==> config.mk <==
export PLATFORM = sky130hd
export DESIGN_NAME = occupancy_grid_query_engine_top
export DESIGN_NICKNAME = d
export VERILOG_FILES = /design/src/rtl/ogq_pkg.sv /design/src/rtl/ogq_ram.sv /design/src/rtl/ogq_ctrl.sv /design/src/rtl/ogq_dp.sv /design/src/rtl/occupancy_grid_query_engine_top.sv
export SDC_FILE = /design/constraint.sdc
export NUM_CORES = 2
export LEC_CHECK = 0
export BUFFER_PORTS_ARGS = -buffer_cell sky130_fd_sc_hd__buf_2
export CORE_AREA = 2 2 419 421
export CTS_CLUSTER_DIAMETER = 60
export CTS_CLUSTER_SIZE = 8
export DETAILED_ROUTE_END_ITERATION = 6
export DIE_AREA = 0 0 421 423
export PLACE_DENSITY = 0.68
export SETUP_SLACK_MARGIN = 0.5
export SKIP_CTS_REPAIR_TIMING = 1
export SLEW_MARGIN = 10
export SYNTH_ARGS = -nofsm -noshare
export SYNTH_HDL_FRONTEND = slang
export SYNTH_HIERARCHICAL = 1
export SYNTH_SLANG_ARGS = --single-unit
==> constraint.sdc <==
create_clock -name clock -period 6.8 [get_ports clock]
set_input_delay 1.02 -clock clock [delete_from_list [all_inputs] [get_ports clock]]
set_output_delay 1.02 -clock clock [all_outputs]
set_load 0.02 [all_outputs]
==> src/rtl/ogq_pkg.sv <==
// shared types and codes for the occupancy grid query engine
// no dependencies; used by ogq_ctrl, ogq_dp and the top level
package ogq_pkg;

   // request kinds carried on req_tuser
   localparam logic [2:0] OP_LOAD    = 3'd0;
   localparam logic [2:0] OP_CHECK   = 3'd1;
   localparam logic [2:0] OP_POINT   = 3'd2;
   localparam logic [2:0] OP_ZONE    = 3'd3;
   localparam logic [2:0] OP_NEAREST = 3'd4;

   // check byte outcome
   localparam logic [1:0] ST_OK       = 2'd0;
   localparam logic [1:0] ST_MISMATCH = 2'd1;
   localparam logic [1:0] ST_SHORT    = 2'd2;

   localparam logic [12:0] DIST_MAX  = 13'd8191;
   localparam logic [7:0]  BIT_MASK  = 8'h01;

   // controller to datapath
   typedef struct packed {
      logic capture;
      logic load_op;
      logic check_op;
      logic div_step;
      logic point_rd;
      logic scan_rd;
      logic scan_acc;
      logic sqrt_init;
      logic sqrt_step;
      logic out_load;
   } cmd_type;

   // datapath to controller
   typedef struct packed {
      logic [2:0] op;
      logic       div_done;
      logic       scan_last;
      logic       scan_hit;
      logic       sqrt_done;
   } sts_type;

endpackage

==> src/rtl/ogq_ram.sv <==
// generic single write port ram with registered read
// no dependencies
module ogq_ram #(
   parameter int WIDTH = 8,
   parameter int DEPTH = 64
) (
   input  logic                     clock,
   input  logic                     wr_en,
   input  logic [$clog2(DEPTH)-1:0] wr_addr,
   input  logic [WIDTH-1:0]         wr_data,
   input  logic [$clog2(DEPTH)-1:0] rd_addr,
   output logic [WIDTH-1:0]         rd_data
);

   logic [WIDTH-1:0] mem [DEPTH];
   logic [WIDTH-1:0] rd_data_ff;

   always_ff @(posedge clock) begin
      if (wr_en) begin
         mem[wr_addr] <= wr_data;
      end
      rd_data_ff <= mem[rd_addr];
   end

   assign rd_data = rd_data_ff;

endmodule

==> src/rtl/ogq_ctrl.sv <==
// sequencer for the occupancy grid query engine
// depends on ogq_pkg for the command and status structs
module ogq_ctrl (
   input  logic             clock,
   input  logic             reset,
   input  logic             req_tvalid,
   output logic             req_tready,
   output logic             rsp_tvalid,
   input  logic             rsp_tready,
   input  ogq_pkg::sts_type sts,
   output ogq_pkg::cmd_type cmd
);

   localparam logic [3:0] S_IDLE = 4'd0;
   localparam logic [3:0] S_DEC  = 4'd1;
   localparam logic [3:0] S_DIV  = 4'd2;
   localparam logic [3:0] S_PRD  = 4'd3;
   localparam logic [3:0] S_PBIT = 4'd4;
   localparam logic [3:0] S_SCA  = 4'd5;
   localparam logic [3:0] S_SCB  = 4'd6;
   localparam logic [3:0] S_SQI  = 4'd7;
   localparam logic [3:0] S_SQR  = 4'd8;
   localparam logic [3:0] S_FIN  = 4'd9;

   logic [3:0] state_ff, state_in;
   logic       rsp_valid_ff, rsp_valid_in;

   always_comb begin
      state_in = state_ff;
      cmd      = '0;
      unique case (state_ff)
         S_IDLE: begin
            if (req_tvalid) begin
               cmd.capture = 1'b1;
               state_in    = S_DEC;
            end
         end
         S_DEC: begin
            unique case (sts.op) inside
               ogq_pkg::OP_LOAD: begin
                  cmd.load_op = 1'b1;
                  state_in    = S_FIN;
               end
               ogq_pkg::OP_CHECK: begin
                  cmd.check_op = 1'b1;
                  state_in     = S_FIN;
               end
               ogq_pkg::OP_POINT: state_in = S_DIV;
               ogq_pkg::OP_ZONE, ogq_pkg::OP_NEAREST: state_in = S_SCA;
               default: state_in = S_FIN;
            endcase
         end
         S_DIV: begin
            if (sts.div_done) begin
               cmd.point_rd = 1'b1;
               state_in     = S_PRD;
            end else begin
               cmd.div_step = 1'b1;
            end
         end
         S_PRD:  state_in = S_PBIT;
         S_PBIT: state_in = S_FIN;
         S_SCA: begin
            cmd.scan_rd = 1'b1;
            state_in    = S_SCB;
         end
         S_SCB: begin
            cmd.scan_acc = 1'b1;
            if ((sts.op == ogq_pkg::OP_ZONE && sts.scan_hit) || sts.scan_last) begin
               state_in = (sts.op == ogq_pkg::OP_NEAREST) ? S_SQI : S_FIN;
            end else begin
               state_in = S_SCA;
            end
         end
         S_SQI: begin
            cmd.sqrt_init = 1'b1;
            state_in      = S_SQR;
         end
         S_SQR: begin
            if (sts.sqrt_done) begin
               state_in = S_FIN;
            end else begin
               cmd.sqrt_step = 1'b1;
            end
         end
         S_FIN: begin
            if (!rsp_valid_ff || rsp_tready) begin
               cmd.out_load = 1'b1;
               state_in     = S_IDLE;
            end
         end
         default: state_in = S_IDLE;
      endcase
   end

   always_comb begin
      rsp_valid_in = rsp_valid_ff;
      if (rsp_valid_ff && rsp_tready) begin
         rsp_valid_in = 1'b0;
      end
      if (cmd.out_load) begin
         rsp_valid_in = 1'b1;
      end
   end

   always_ff @(posedge clock) begin
      if (reset) begin
         state_ff     <= S_IDLE;
         rsp_valid_ff <= 1'b0;
      end else begin
         state_ff     <= state_in;
         rsp_valid_ff <= rsp_valid_in;
      end
   end

   assign req_tready = (state_ff == S_IDLE);
   assign rsp_tvalid = rsp_valid_ff;

`ifndef SYNTHESIS
   a_no_overwrite: assert property (@(posedge clock) disable iff (reset)
      cmd.out_load |-> (!rsp_valid_ff || rsp_tready))
      else $error("result overwritten before transfer");
   a_capture_decodes: assert property (@(posedge clock) disable iff (reset)
      cmd.capture |=> state_ff == S_DEC)
      else $error("captured request not decoded");
   a_div_holds: assert property (@(posedge clock) disable iff (reset)
      (state_ff == S_DIV && !sts.div_done) |=> state_ff == S_DIV)
      else $error("division left early");
   a_sqrt_ends: assert property (@(posedge clock) disable iff (reset)
      (state_ff == S_SQR && sts.sqrt_done) |=> state_ff == S_FIN)
      else $error("square root did not finish");
`endif

endmodule

==> src/rtl/ogq_dp.sv <==
// datapath: map banks, load and check, point divider, cell scan, square root
// depends on ogq_pkg and ogq_ram
module ogq_dp #(
   parameter int GRID_COLS = 32,
   parameter int GRID_ROWS = 16,
   parameter int CELL_MM   = 150
) (
   input  logic             clock,
   input  logic             reset,
   input  ogq_pkg::cmd_type cmd,
   output ogq_pkg::sts_type sts,
   input  logic [2:0]       req_tuser,
   input  logic [47:0]      req_tdata,
   output logic [23:0]      rsp_tdata
);

   localparam int CELL_COUNT = GRID_COLS * GRID_ROWS;
   localparam int MAP_BYTES  = (CELL_COUNT + 7) / 8;
   localparam int AW   = $clog2(MAP_BYTES);
   localparam int CW   = $clog2(CELL_COUNT);
   localparam int BCW  = $clog2(MAP_BYTES + 1);
   localparam int GXW  = $clog2(GRID_COLS);
   localparam int GYW  = $clog2(GRID_ROWS);
   localparam int MAXD = (GRID_COLS > GRID_ROWS) ? GRID_COLS : GRID_ROWS;
   localparam int DXW  = $clog2(2 * MAXD * CELL_MM + 16384) + 1;
   localparam int SQW  = 2 * DXW;
   localparam int SUMW = SQW + 1;
   localparam int RTW  = SUMW + (SUMW % 2);
   localparam int RH   = RTW / 2;
   localparam int RCW  = $clog2(RH + 1);
   // point cell: divide by the cell size with a reciprocal multiply
   localparam int SH    = 13 + $clog2(CELL_MM);
   localparam int RECIP = ((1 << SH) + CELL_MM - 1) / CELL_MM;
   localparam int RCPW  = $clog2(RECIP + 1);
   localparam int PW    = 13 + RCPW;

   // captured request
   logic [2:0]  op_ff;
   logic [7:0]  db_ff;

   // map bookkeeping
   logic [BCW-1:0] count_ff;
   logic [7:0]     xor_ff;
   logic           active_ff, loaded_ff;

   // divider
   logic [12:0]     xs_ff, ys_ff, xq_ff, yq_ff;
   logic            div_done_ff;
   logic [PW-1:0]   xprod, yprod;
   logic [GXW-1:0]  gxq;
   logic [GYW-1:0]  gyq;
   logic [CW-1:0]   pcell, pcell_ff;

   // scan
   logic [CW-1:0]          cell_ff;
   logic [GXW-1:0]         gx_ff;
   logic signed [DXW-1:0]  dx_ff, dy_ff, dx0_ff;
   logic [SQW-1:0]         sqx_ff, sqy_ff;
   logic [SUMW-1:0]        best_ff, sum;
   logic [27:0]            lim_ff;
   logic                   found_ff, occ_ff, cell_bit, hit;
   logic [2:0]             bit_idx;

   // square root
   logic [RTW-1:0]  rad_ff;
   logic [RH-1:0]   root_ff;
   logic [RH+1:0]   rem_ff, r2, trial;
   logic [RCW-1:0]  sq_cnt_ff;
   logic [RH-2:0]   root_half;
   logic [12:0]     dist_sat;

   // results
   logic [1:0]  status_ff;
   logic [1:0]  out_status_ff;
   logic        out_occ_ff, out_found_ff;
   logic [12:0] out_dist_ff;

   // ram
   logic          wr_en, wr_en0, wr_en1;
   logic [AW-1:0] rd_addr;
   logic [7:0]    rd0, rd1, rd_byte;

   assign wr_en  = cmd.load_op && (count_ff < BCW'(MAP_BYTES));
   assign wr_en0 = wr_en && active_ff;
   assign wr_en1 = wr_en && !active_ff;
   // a point query keeps its byte address on the ram until the next request
   assign rd_addr = cmd.point_rd ? AW'(pcell >> 3) :
                    (op_ff == ogq_pkg::OP_POINT) ? AW'(pcell_ff >> 3) : AW'(cell_ff >> 3);

   ogq_ram #(.WIDTH(8), .DEPTH(MAP_BYTES)) u_bank0 (
      .clock   (clock),
      .wr_en   (wr_en0),
      .wr_addr (AW'(count_ff)),
      .wr_data (db_ff),
      .rd_addr (rd_addr),
      .rd_data (rd0)
   );

   ogq_ram #(.WIDTH(8), .DEPTH(MAP_BYTES)) u_bank1 (
      .clock   (clock),
      .wr_en   (wr_en1),
      .wr_addr (AW'(count_ff)),
      .wr_data (db_ff),
      .rd_addr (rd_addr),
      .rd_data (rd1)
   );

   assign rd_byte  = active_ff ? rd1 : rd0;
   assign bit_idx  = (op_ff == ogq_pkg::OP_POINT) ? pcell_ff[2:0] : cell_ff[2:0];
   assign cell_bit = loaded_ff && (((rd_byte >> bit_idx) & ogq_pkg::BIT_MASK) != 8'd0);

   // divider and clamp
   assign xprod = PW'(xs_ff) * PW'(RECIP);
   assign yprod = PW'(ys_ff) * PW'(RECIP);
   assign gxq = (xq_ff >= 13'(GRID_COLS)) ? GXW'(GRID_COLS - 1) : xq_ff[GXW-1:0];
   assign gyq = (yq_ff >= 13'(GRID_ROWS)) ? GYW'(GRID_ROWS - 1) : yq_ff[GYW-1:0];
   assign pcell = CW'(gyq * GRID_COLS) + CW'(gxq);

   assign sum = SUMW'(sqx_ff) + SUMW'(sqy_ff);
   assign hit = cell_bit && (sum <= SUMW'(lim_ff));

   assign r2        = {rem_ff[RH-1:0], rad_ff[RTW-1 -: 2]};
   assign trial     = {root_ff, 2'b01};
   assign root_half = root_ff[RH-1:1];
   assign dist_sat = (root_half > (RH-1)'(ogq_pkg::DIST_MAX)) ? ogq_pkg::DIST_MAX
                                                               : root_half[12:0];

   always_ff @(posedge clock) begin
      if (cmd.capture) begin
         op_ff       <= req_tuser;
         db_ff       <= req_tdata[7:0];
         xs_ff       <= req_tdata[20:8];
         ys_ff       <= req_tdata[33:21];
         xq_ff       <= '0;
         yq_ff       <= '0;
         div_done_ff <= 1'b0;
         dx_ff       <= DXW'(CELL_MM) - DXW'({req_tdata[20:8], 1'b0});
         dx0_ff      <= DXW'(CELL_MM) - DXW'({req_tdata[20:8], 1'b0});
         dy_ff       <= DXW'(CELL_MM) - DXW'({req_tdata[33:21], 1'b0});
         lim_ff      <= 28'({req_tdata[46:34], 1'b0} * {req_tdata[46:34], 1'b0});
         cell_ff     <= '0;
         gx_ff       <= '0;
         best_ff     <= '0;
         found_ff    <= 1'b0;
         occ_ff      <= 1'b0;
         status_ff   <= ogq_pkg::ST_OK;
         root_ff     <= '0;
      end
      if (cmd.check_op) begin
         if (count_ff != BCW'(MAP_BYTES)) begin
            status_ff <= ogq_pkg::ST_SHORT;
         end else if (xor_ff != db_ff) begin
            status_ff <= ogq_pkg::ST_MISMATCH;
         end
      end
      if (cmd.div_step) begin
         xq_ff       <= 13'(xprod >> SH);
         yq_ff       <= 13'(yprod >> SH);
         div_done_ff <= 1'b1;
      end
      if (cmd.point_rd) begin
         pcell_ff <= pcell;
      end
      if (op_ff == ogq_pkg::OP_POINT && !cmd.capture) begin
         // point byte stays on the ram output from the cycle after the read
         occ_ff <= cell_bit;
      end
      if (cmd.scan_rd) begin
         sqx_ff <= $unsigned(SQW'(dx_ff * dx_ff));
         sqy_ff <= $unsigned(SQW'(dy_ff * dy_ff));
      end
      if (cmd.scan_acc) begin
         if (op_ff == ogq_pkg::OP_NEAREST && cell_bit) begin
            if (!found_ff || sum < best_ff) begin
               best_ff <= sum;
            end
            found_ff <= 1'b1;
         end
         if (op_ff == ogq_pkg::OP_ZONE && hit) begin
            occ_ff <= 1'b1;
         end
         cell_ff <= cell_ff + CW'(1);
         if (gx_ff == GXW'(GRID_COLS - 1)) begin
            gx_ff <= '0;
            dx_ff <= dx0_ff;
            dy_ff <= dy_ff + DXW'(2 * CELL_MM);
         end else begin
            gx_ff <= gx_ff + GXW'(1);
            dx_ff <= dx_ff + DXW'(2 * CELL_MM);
         end
      end
      if (cmd.sqrt_init) begin
         rad_ff    <= RTW'(best_ff);
         root_ff   <= '0;
         rem_ff    <= '0;
         sq_cnt_ff <= '0;
      end
      if (cmd.sqrt_step) begin
         rad_ff    <= {rad_ff[RTW-3:0], 2'b00};
         rem_ff    <= (r2 >= trial) ? r2 - trial : r2;
         root_ff   <= {root_ff[RH-2:0], r2 >= trial};
         sq_cnt_ff <= sq_cnt_ff + RCW'(1);
      end
      if (cmd.out_load) begin
         out_status_ff <= status_ff;
         out_occ_ff    <= occ_ff;
         out_found_ff  <= found_ff;
         out_dist_ff   <= dist_sat;
      end
   end

   // map bookkeeping: staging goes to the inactive bank, a good check swaps banks
   always_ff @(posedge clock) begin
      if (reset) begin
         count_ff  <= '0;
         xor_ff    <= '0;
         active_ff <= 1'b0;
         loaded_ff <= 1'b0;
      end else begin
         if (wr_en) begin
            count_ff <= count_ff + BCW'(1);
            xor_ff   <= xor_ff ^ db_ff;
         end
         if (cmd.check_op) begin
            if (count_ff == BCW'(MAP_BYTES) && xor_ff == db_ff) begin
               active_ff <= !active_ff;
               loaded_ff <= 1'b1;
            end
            count_ff <= '0;
            xor_ff   <= '0;
         end
      end
   end

   assign sts.op        = op_ff;
   assign sts.div_done  = div_done_ff;
   assign sts.scan_last = (cell_ff == CW'(CELL_COUNT - 1));
   assign sts.scan_hit  = hit;
   assign sts.sqrt_done = (sq_cnt_ff == RCW'(RH));

   assign rsp_tdata = {7'd0, out_dist_ff, out_found_ff, out_occ_ff, out_status_ff};

endmodule

==> src/rtl/occupancy_grid_query_engine_top.sv <==
// top level of the occupancy grid query engine
// depends on ogq_pkg, ogq_ctrl, ogq_dp (which holds two ogq_ram banks)
//
// channel  dir  handshake             payload
// req      in   req_tvalid/req_tready  tuser: opcode; tdata: byte, x, y, radius
// rsp      out  rsp_tvalid/rsp_tready  tdata: status, occupied, found, distance
//
// load, check and unused opcodes: decode, then straight to the finish state
// point query: one reciprocal multiply for the cell then a registered ram read
// zone and nearest: a read state and an accumulate state per cell scanned (one shared
// multiplier pair and one ram read port); nearest adds one square root bit per cycle
// reset: synchronous; the map reads empty until the first good check byte
// a finished result waits in the output register; the next request is taken
// while it waits, and only a second finished result stalls on rsp_tready
module occupancy_grid_query_engine_top #(
   parameter int GRID_COLS = 32,
   parameter int GRID_ROWS = 16,
   parameter int CELL_MM   = 150
) (
   input  logic        clock,
   input  logic        reset,
   input  logic        req_tvalid,
   output logic        req_tready,
   input  logic [2:0]  req_tuser,   // opcode
   input  logic [47:0] req_tdata,   // data_byte, pos_x, pos_y, radius, zero pad
   output logic        rsp_tvalid,
   input  logic        rsp_tready,
   output logic [23:0] rsp_tdata    // status, occupied, found, distance, zero pad
);

   // command and status between sequencer and datapath
   ogq_pkg::cmd_type cmd;
   ogq_pkg::sts_type sts;

   ogq_ctrl u_ctrl (
      .clock      (clock),
      .reset      (reset),
      .req_tvalid (req_tvalid),
      .req_tready (req_tready),
      .rsp_tvalid (rsp_tvalid),
      .rsp_tready (rsp_tready),
      .sts        (sts),
      .cmd        (cmd)
   );

   ogq_dp #(
      .GRID_COLS (GRID_COLS),
      .GRID_ROWS (GRID_ROWS),
      .CELL_MM   (CELL_MM)
   ) u_dp (
      .clock     (clock),
      .reset     (reset),
      .cmd       (cmd),
      .sts       (sts),
      .req_tuser (req_tuser),
      .req_tdata (req_tdata),
      .rsp_tdata (rsp_tdata)
   );

endmodule
==> run_results.csv <==
group,metric,value,unit
run_status,status,"finished clean",
min_path,worstHoldStart,"req_tdata[3]",
placement,place_ws,0.101,ns
routing,drt_iter0_markers,3890,
routing,drc,0,
clock_network,cts_max_path_buffers,3,
floorplanning,dieHeight,423,µm
setup_path,slowest_delay,0.55,ns
setup_path,end_kind,"register",
floorplanning,die-area,0.178,mm²
grt,grt_pass1_wl,299000,µm
synth,syn_area_per_cell,13.3,µm²
finish,fin_nets,8031,
sta,relSlewSlack,18.6,%
synth,ys.flop_type,"edfxtp_1",
setup_path,r2r-end,"u_dp/sqx_ff[31]$_DFFE_PP_",
floorplanning,pin_count,81,
setup_path,cp.required,7.31,ns
synth,synthCells,6495,
setup_path,cp_common_cell,"fa_1",
placement,gp_congestion,0.892,
synth,ys_seq_elements,1392,
clock_network,clock_latency,0.82,ns
finish,fillers,13828,
sta,slew_violations,0,
synth,yosysUniqueCellTypes,93,
setup_path,worstRegToRegCells,22,
sta,finalCritPeriodShare,94.1,%
sta,tightestPinTransition,1.22,ns
placement,io_buffers,72,
clock_network,cts_root_buffer,"clkbuf_16",
synth,syn_area,0.0864,mm²
setup_path,critical-path-top-delay-family,"adder cells",
floorplanning,start_util,49.9,%
setup_path,path_buf_inv,5,
setup_path,worst_r2r_startpoint,"u_dp/dx_ff[9]$_DFFE_PP_",
run,drv_cap,0,
routing,viasPerCell,5.54,
setup_path,worstPathMaxFanout,7,
synth,ys_warn_count,6,
sta,finClkSkew,0.0619,ns
setup_path,timing_worst_setup_path_type,"register to register",
clock_network,clock_sinks,1392,
setup_path,critPathLaunchType,"register",
grt,gr-total-overflow,0,
floorplanning,core,0.173,mm²
sta,hold_viol,0,
floorplanning,die_w,421,µm
grt,grt_pass1_vias,53086,
finish,drive_gt1_share,14.2,%
setup_path,arrival,6.91,ns
grt,grt_max_degree,93,
grt,grt.total_usage,21.5,%
clock_network,cts_tree,"built",
clock_network,clk_pin_slew,0.05,ns
routing,first_pass_iters,7,
sta,fin_crit,6.40,ns
sta,finalSetupTns,0,ns
sta,postLayoutSetupSlackWorst,0.399,ns
min_path,worst_hold_path_type,"input pin to register",
routing,routed_wirelength,190000,µm
finish,area_growth,11.7,%
routing,vias,50973,
floorplanning,floorplan.rows,153,
setup_path,path_cells,"buf_6 -> and2_4 -> fa_1 -> inv_2 -> fa_1 -> fa_1 -> inv_2 -> fa_1 -> fa_1 -> inv_1 -> fa_1 -> inv_2 -> ha_4 -> a21o_1 -> a21oi_2 -> o2111ai_1 -> a31o_1 -> a21o_4 -> a2111oi_4 -> o31ai_2 -> o41ai_2 -> xnor2_1",
min_path,hold_depth,1,
grt,antenna_found_initial,14,
synth,synth_edf_count,1300,
synth,seq_area_frac_synth,47.3,%
setup_path,r2r_setup_slack,0.40,ns
sta,setup_viol,0,
sta,fmax,156,MHz
synth,synthArstFlopShare,0,%
clock_network,cts_buffers,196,
routing,ant_nets,0,
min_path,min_to,"u_dp/db_ff[3]$_DFFE_PP_",
routing,avgRoutedWirePerCell,20.7,µm
placement,dp_hpwl,133000,µm
setup_path,crit_slowest_cell,"fa_1",
clock_network,htreeDepth,4,
sta,rsz0062_at_grt,"yes",
## layout make-up
cell class | instances | area (µm²) | area share (%)
antenna | 5 | 12.5 | 0.0130
clock buffer | 289 | 5340 | 5.53
clock inverter | 19 | 303 | 0.314
inverter | 1059 | 3990 | 4.14
multi-input combinational | 3851 | 41100 | 42.6
sequential | 1392 | 40900 | 42.4
tap | 2325 | 2910 | 3.01
timing repair buffer | 259 | 1940 | 2.01
## state kept, by name, indices dropped and copies added (netlist names), 13 cells and up
name / count
u_dp/best_ff: 33
u_dp/dx0_ff: 13
u_dp/dx_ff: 15
u_dp/dy_ff: 16
u_dp/lim_ff: 25
u_dp/out_dist_ff: 13
u_dp/rad_ff: 34
u_dp/rem_ff: 17
u_dp/root_ff: 17
u_dp/sqx_ff: 30
u_dp/sqy_ff: 31
u_dp/u_bank0/mem: 512
u_dp/u_bank1/mem: 512
u_dp/xs_ff: 13
u_dp/ys_ff: 13
## logic make-up after synthesis
family | synth area share [%]
flip-flops | 47.3
XOR/XNOR | 2.32
multiplexers | 8.56
AND/OR/NAND/NOR | 7.04
adder cells (fa/ha/maj) | 23.7
buffers and inverters | 6.03
other | 0.00869
AO/OA/AOI/OAI | 5.07
## cells in the mapped netlist, drive strengths merged, types with 16 or more instances
master | number | area, µm²
inv | 1057 | 3970
and3 | 22 | 138
and2 | 129 | 807
edfxtp | 1300 | 39000
nor4 | 18 | 113
or2 | 22 | 138
mux4 | 256 | 5770
fa | 699 | 14000
mux2 | 63 | 807
or3 | 19 | 119
ha | 518 | 6480
nand3 | 66 | 330
o21ai | 122 | 614
o21bai | 17 | 128
a211oi | 25 | 188
o21a | 30 | 225
a31oi | 25 | 156
xnor2 | 146 | 1280
buf | 102 | 721
mux2i | 81 | 823
o22ai | 22 | 144
nor3 | 48 | 245
nand2 | 408 | 1530
clkbuf | 137 | 514
nor2b | 59 | 374
nor2 | 408 | 1530
a21oi | 157 | 786
nand4 | 23 | 144
a221oi | 16 | 140
nand2b | 42 | 270
dfxtp | 92 | 1840
xor2 | 83 | 727
o221ai | 21 | 184
a21o | 75 | 563
## worst register-to-register path: stages, from the launching register on
cell	delay, ns
edfxtp_1	0.54
buf_6	0.20
and2_4	0.13
fa_1	0.55
inv_2	0.04
fa_1	0.49
fa_1	0.53
inv_2	0.04
fa_1	0.49
fa_1	0.49
inv_1	0.05
fa_1	0.48
inv_2	0.04
ha_4	0.22
a21o_1	0.22
a21oi_2	0.15
o2111ai_1	0.14
a31o_1	0.21
a21o_4	0.24
a2111oi_4	0.37
o31ai_2	0.13
o41ai_2	0.24
xnor2_1	0.12
## how the worst max path moves through the flow
stage / slack [ns] / depth (start not counted) / to / startpoint
after global routing: 0.15 / 22 / u_dp/sqx_ff[31]$_DFFE_PP_ / u_dp/dx_ff[9]$_DFFE_PP_
final: 0.40 / 22 / u_dp/sqx_ff[31]$_DFFE_PP_ / u_dp/dx_ff[9]$_DFFE_PP_
after detailed placement: 0.10 / 19 / u_dp/lim_ff[26]$_DFFE_PP_ / req_tdata[40]
after floorplan: 0.49 / 24 / u_dp/sqx_ff[31]$_DFFE_PP_ / u_dp/dx_ff[9]$_DFFE_PP_
after global placement: 0.18 / 19 / u_dp/lim_ff[26]$_DFFE_PP_ / req_tdata[40]
after CTS: 0.07 / 23 / u_dp/sqx_ff[31]$_DFFE_PP_ / u_dp/dx_ff[6]$_DFFE_PP_
## stage by stage
step                      hold slack (ns)  utilization (%)  area (µm²)  std cells
after detailed placement            0.418             51.9       89900       8835
after floorplan                     0.408                -       86700       6541
after global placement              0.414             51.9       89900       8835
after CTS                           0.326             55.2       95600       9143
final                               0.389             55.7       96600       9199
after global routing                0.346             55.7       96500       9197
## placed cells by master (no fill, tap or decap), types with 19 or more instances in the layout
cell and n:
nand2b_1 40, buf_4 162, o21ai_1 25, nand3_1 66
mux2_4 26, mux4_2 256, a211oi_1 23, o21ai_0 89
nor3_1 47, nor2_1 398, xor2_1 81, o221ai_1 21
clkbuf_1 87, ha_1 503, a31oi_1 24, edfxtp_1 1300
inv_1 1045, and2_1 115, nand2_1 401, and3_1 22
fa_1 690, a21oi_1 145, nand4_1 23, clkbuf_16 198
nor2b_1 56, o21a_1 30, or2_2 21, dfxtp_1 79
or3_1 19, conb_1 48, mux2_2 34, a21o_1 74
buf_2 72, mux2i_1 80, o22ai_1 20, xnor2_1 146
## layer usage
metal  global-route usage, %  up-vias  part of all wire [%]
li1                        -    22991                     -
met1                    29.3    26156                    42
met2                    36.5     1574                    50
met3                    2.86      246                   5.8
met4                    5.53        6                   2.0
met5                       0        -                 0.017
Power is not shown: default switching activity piles up to over one toggle a cycle in this logic, so the estimate is an artifact.
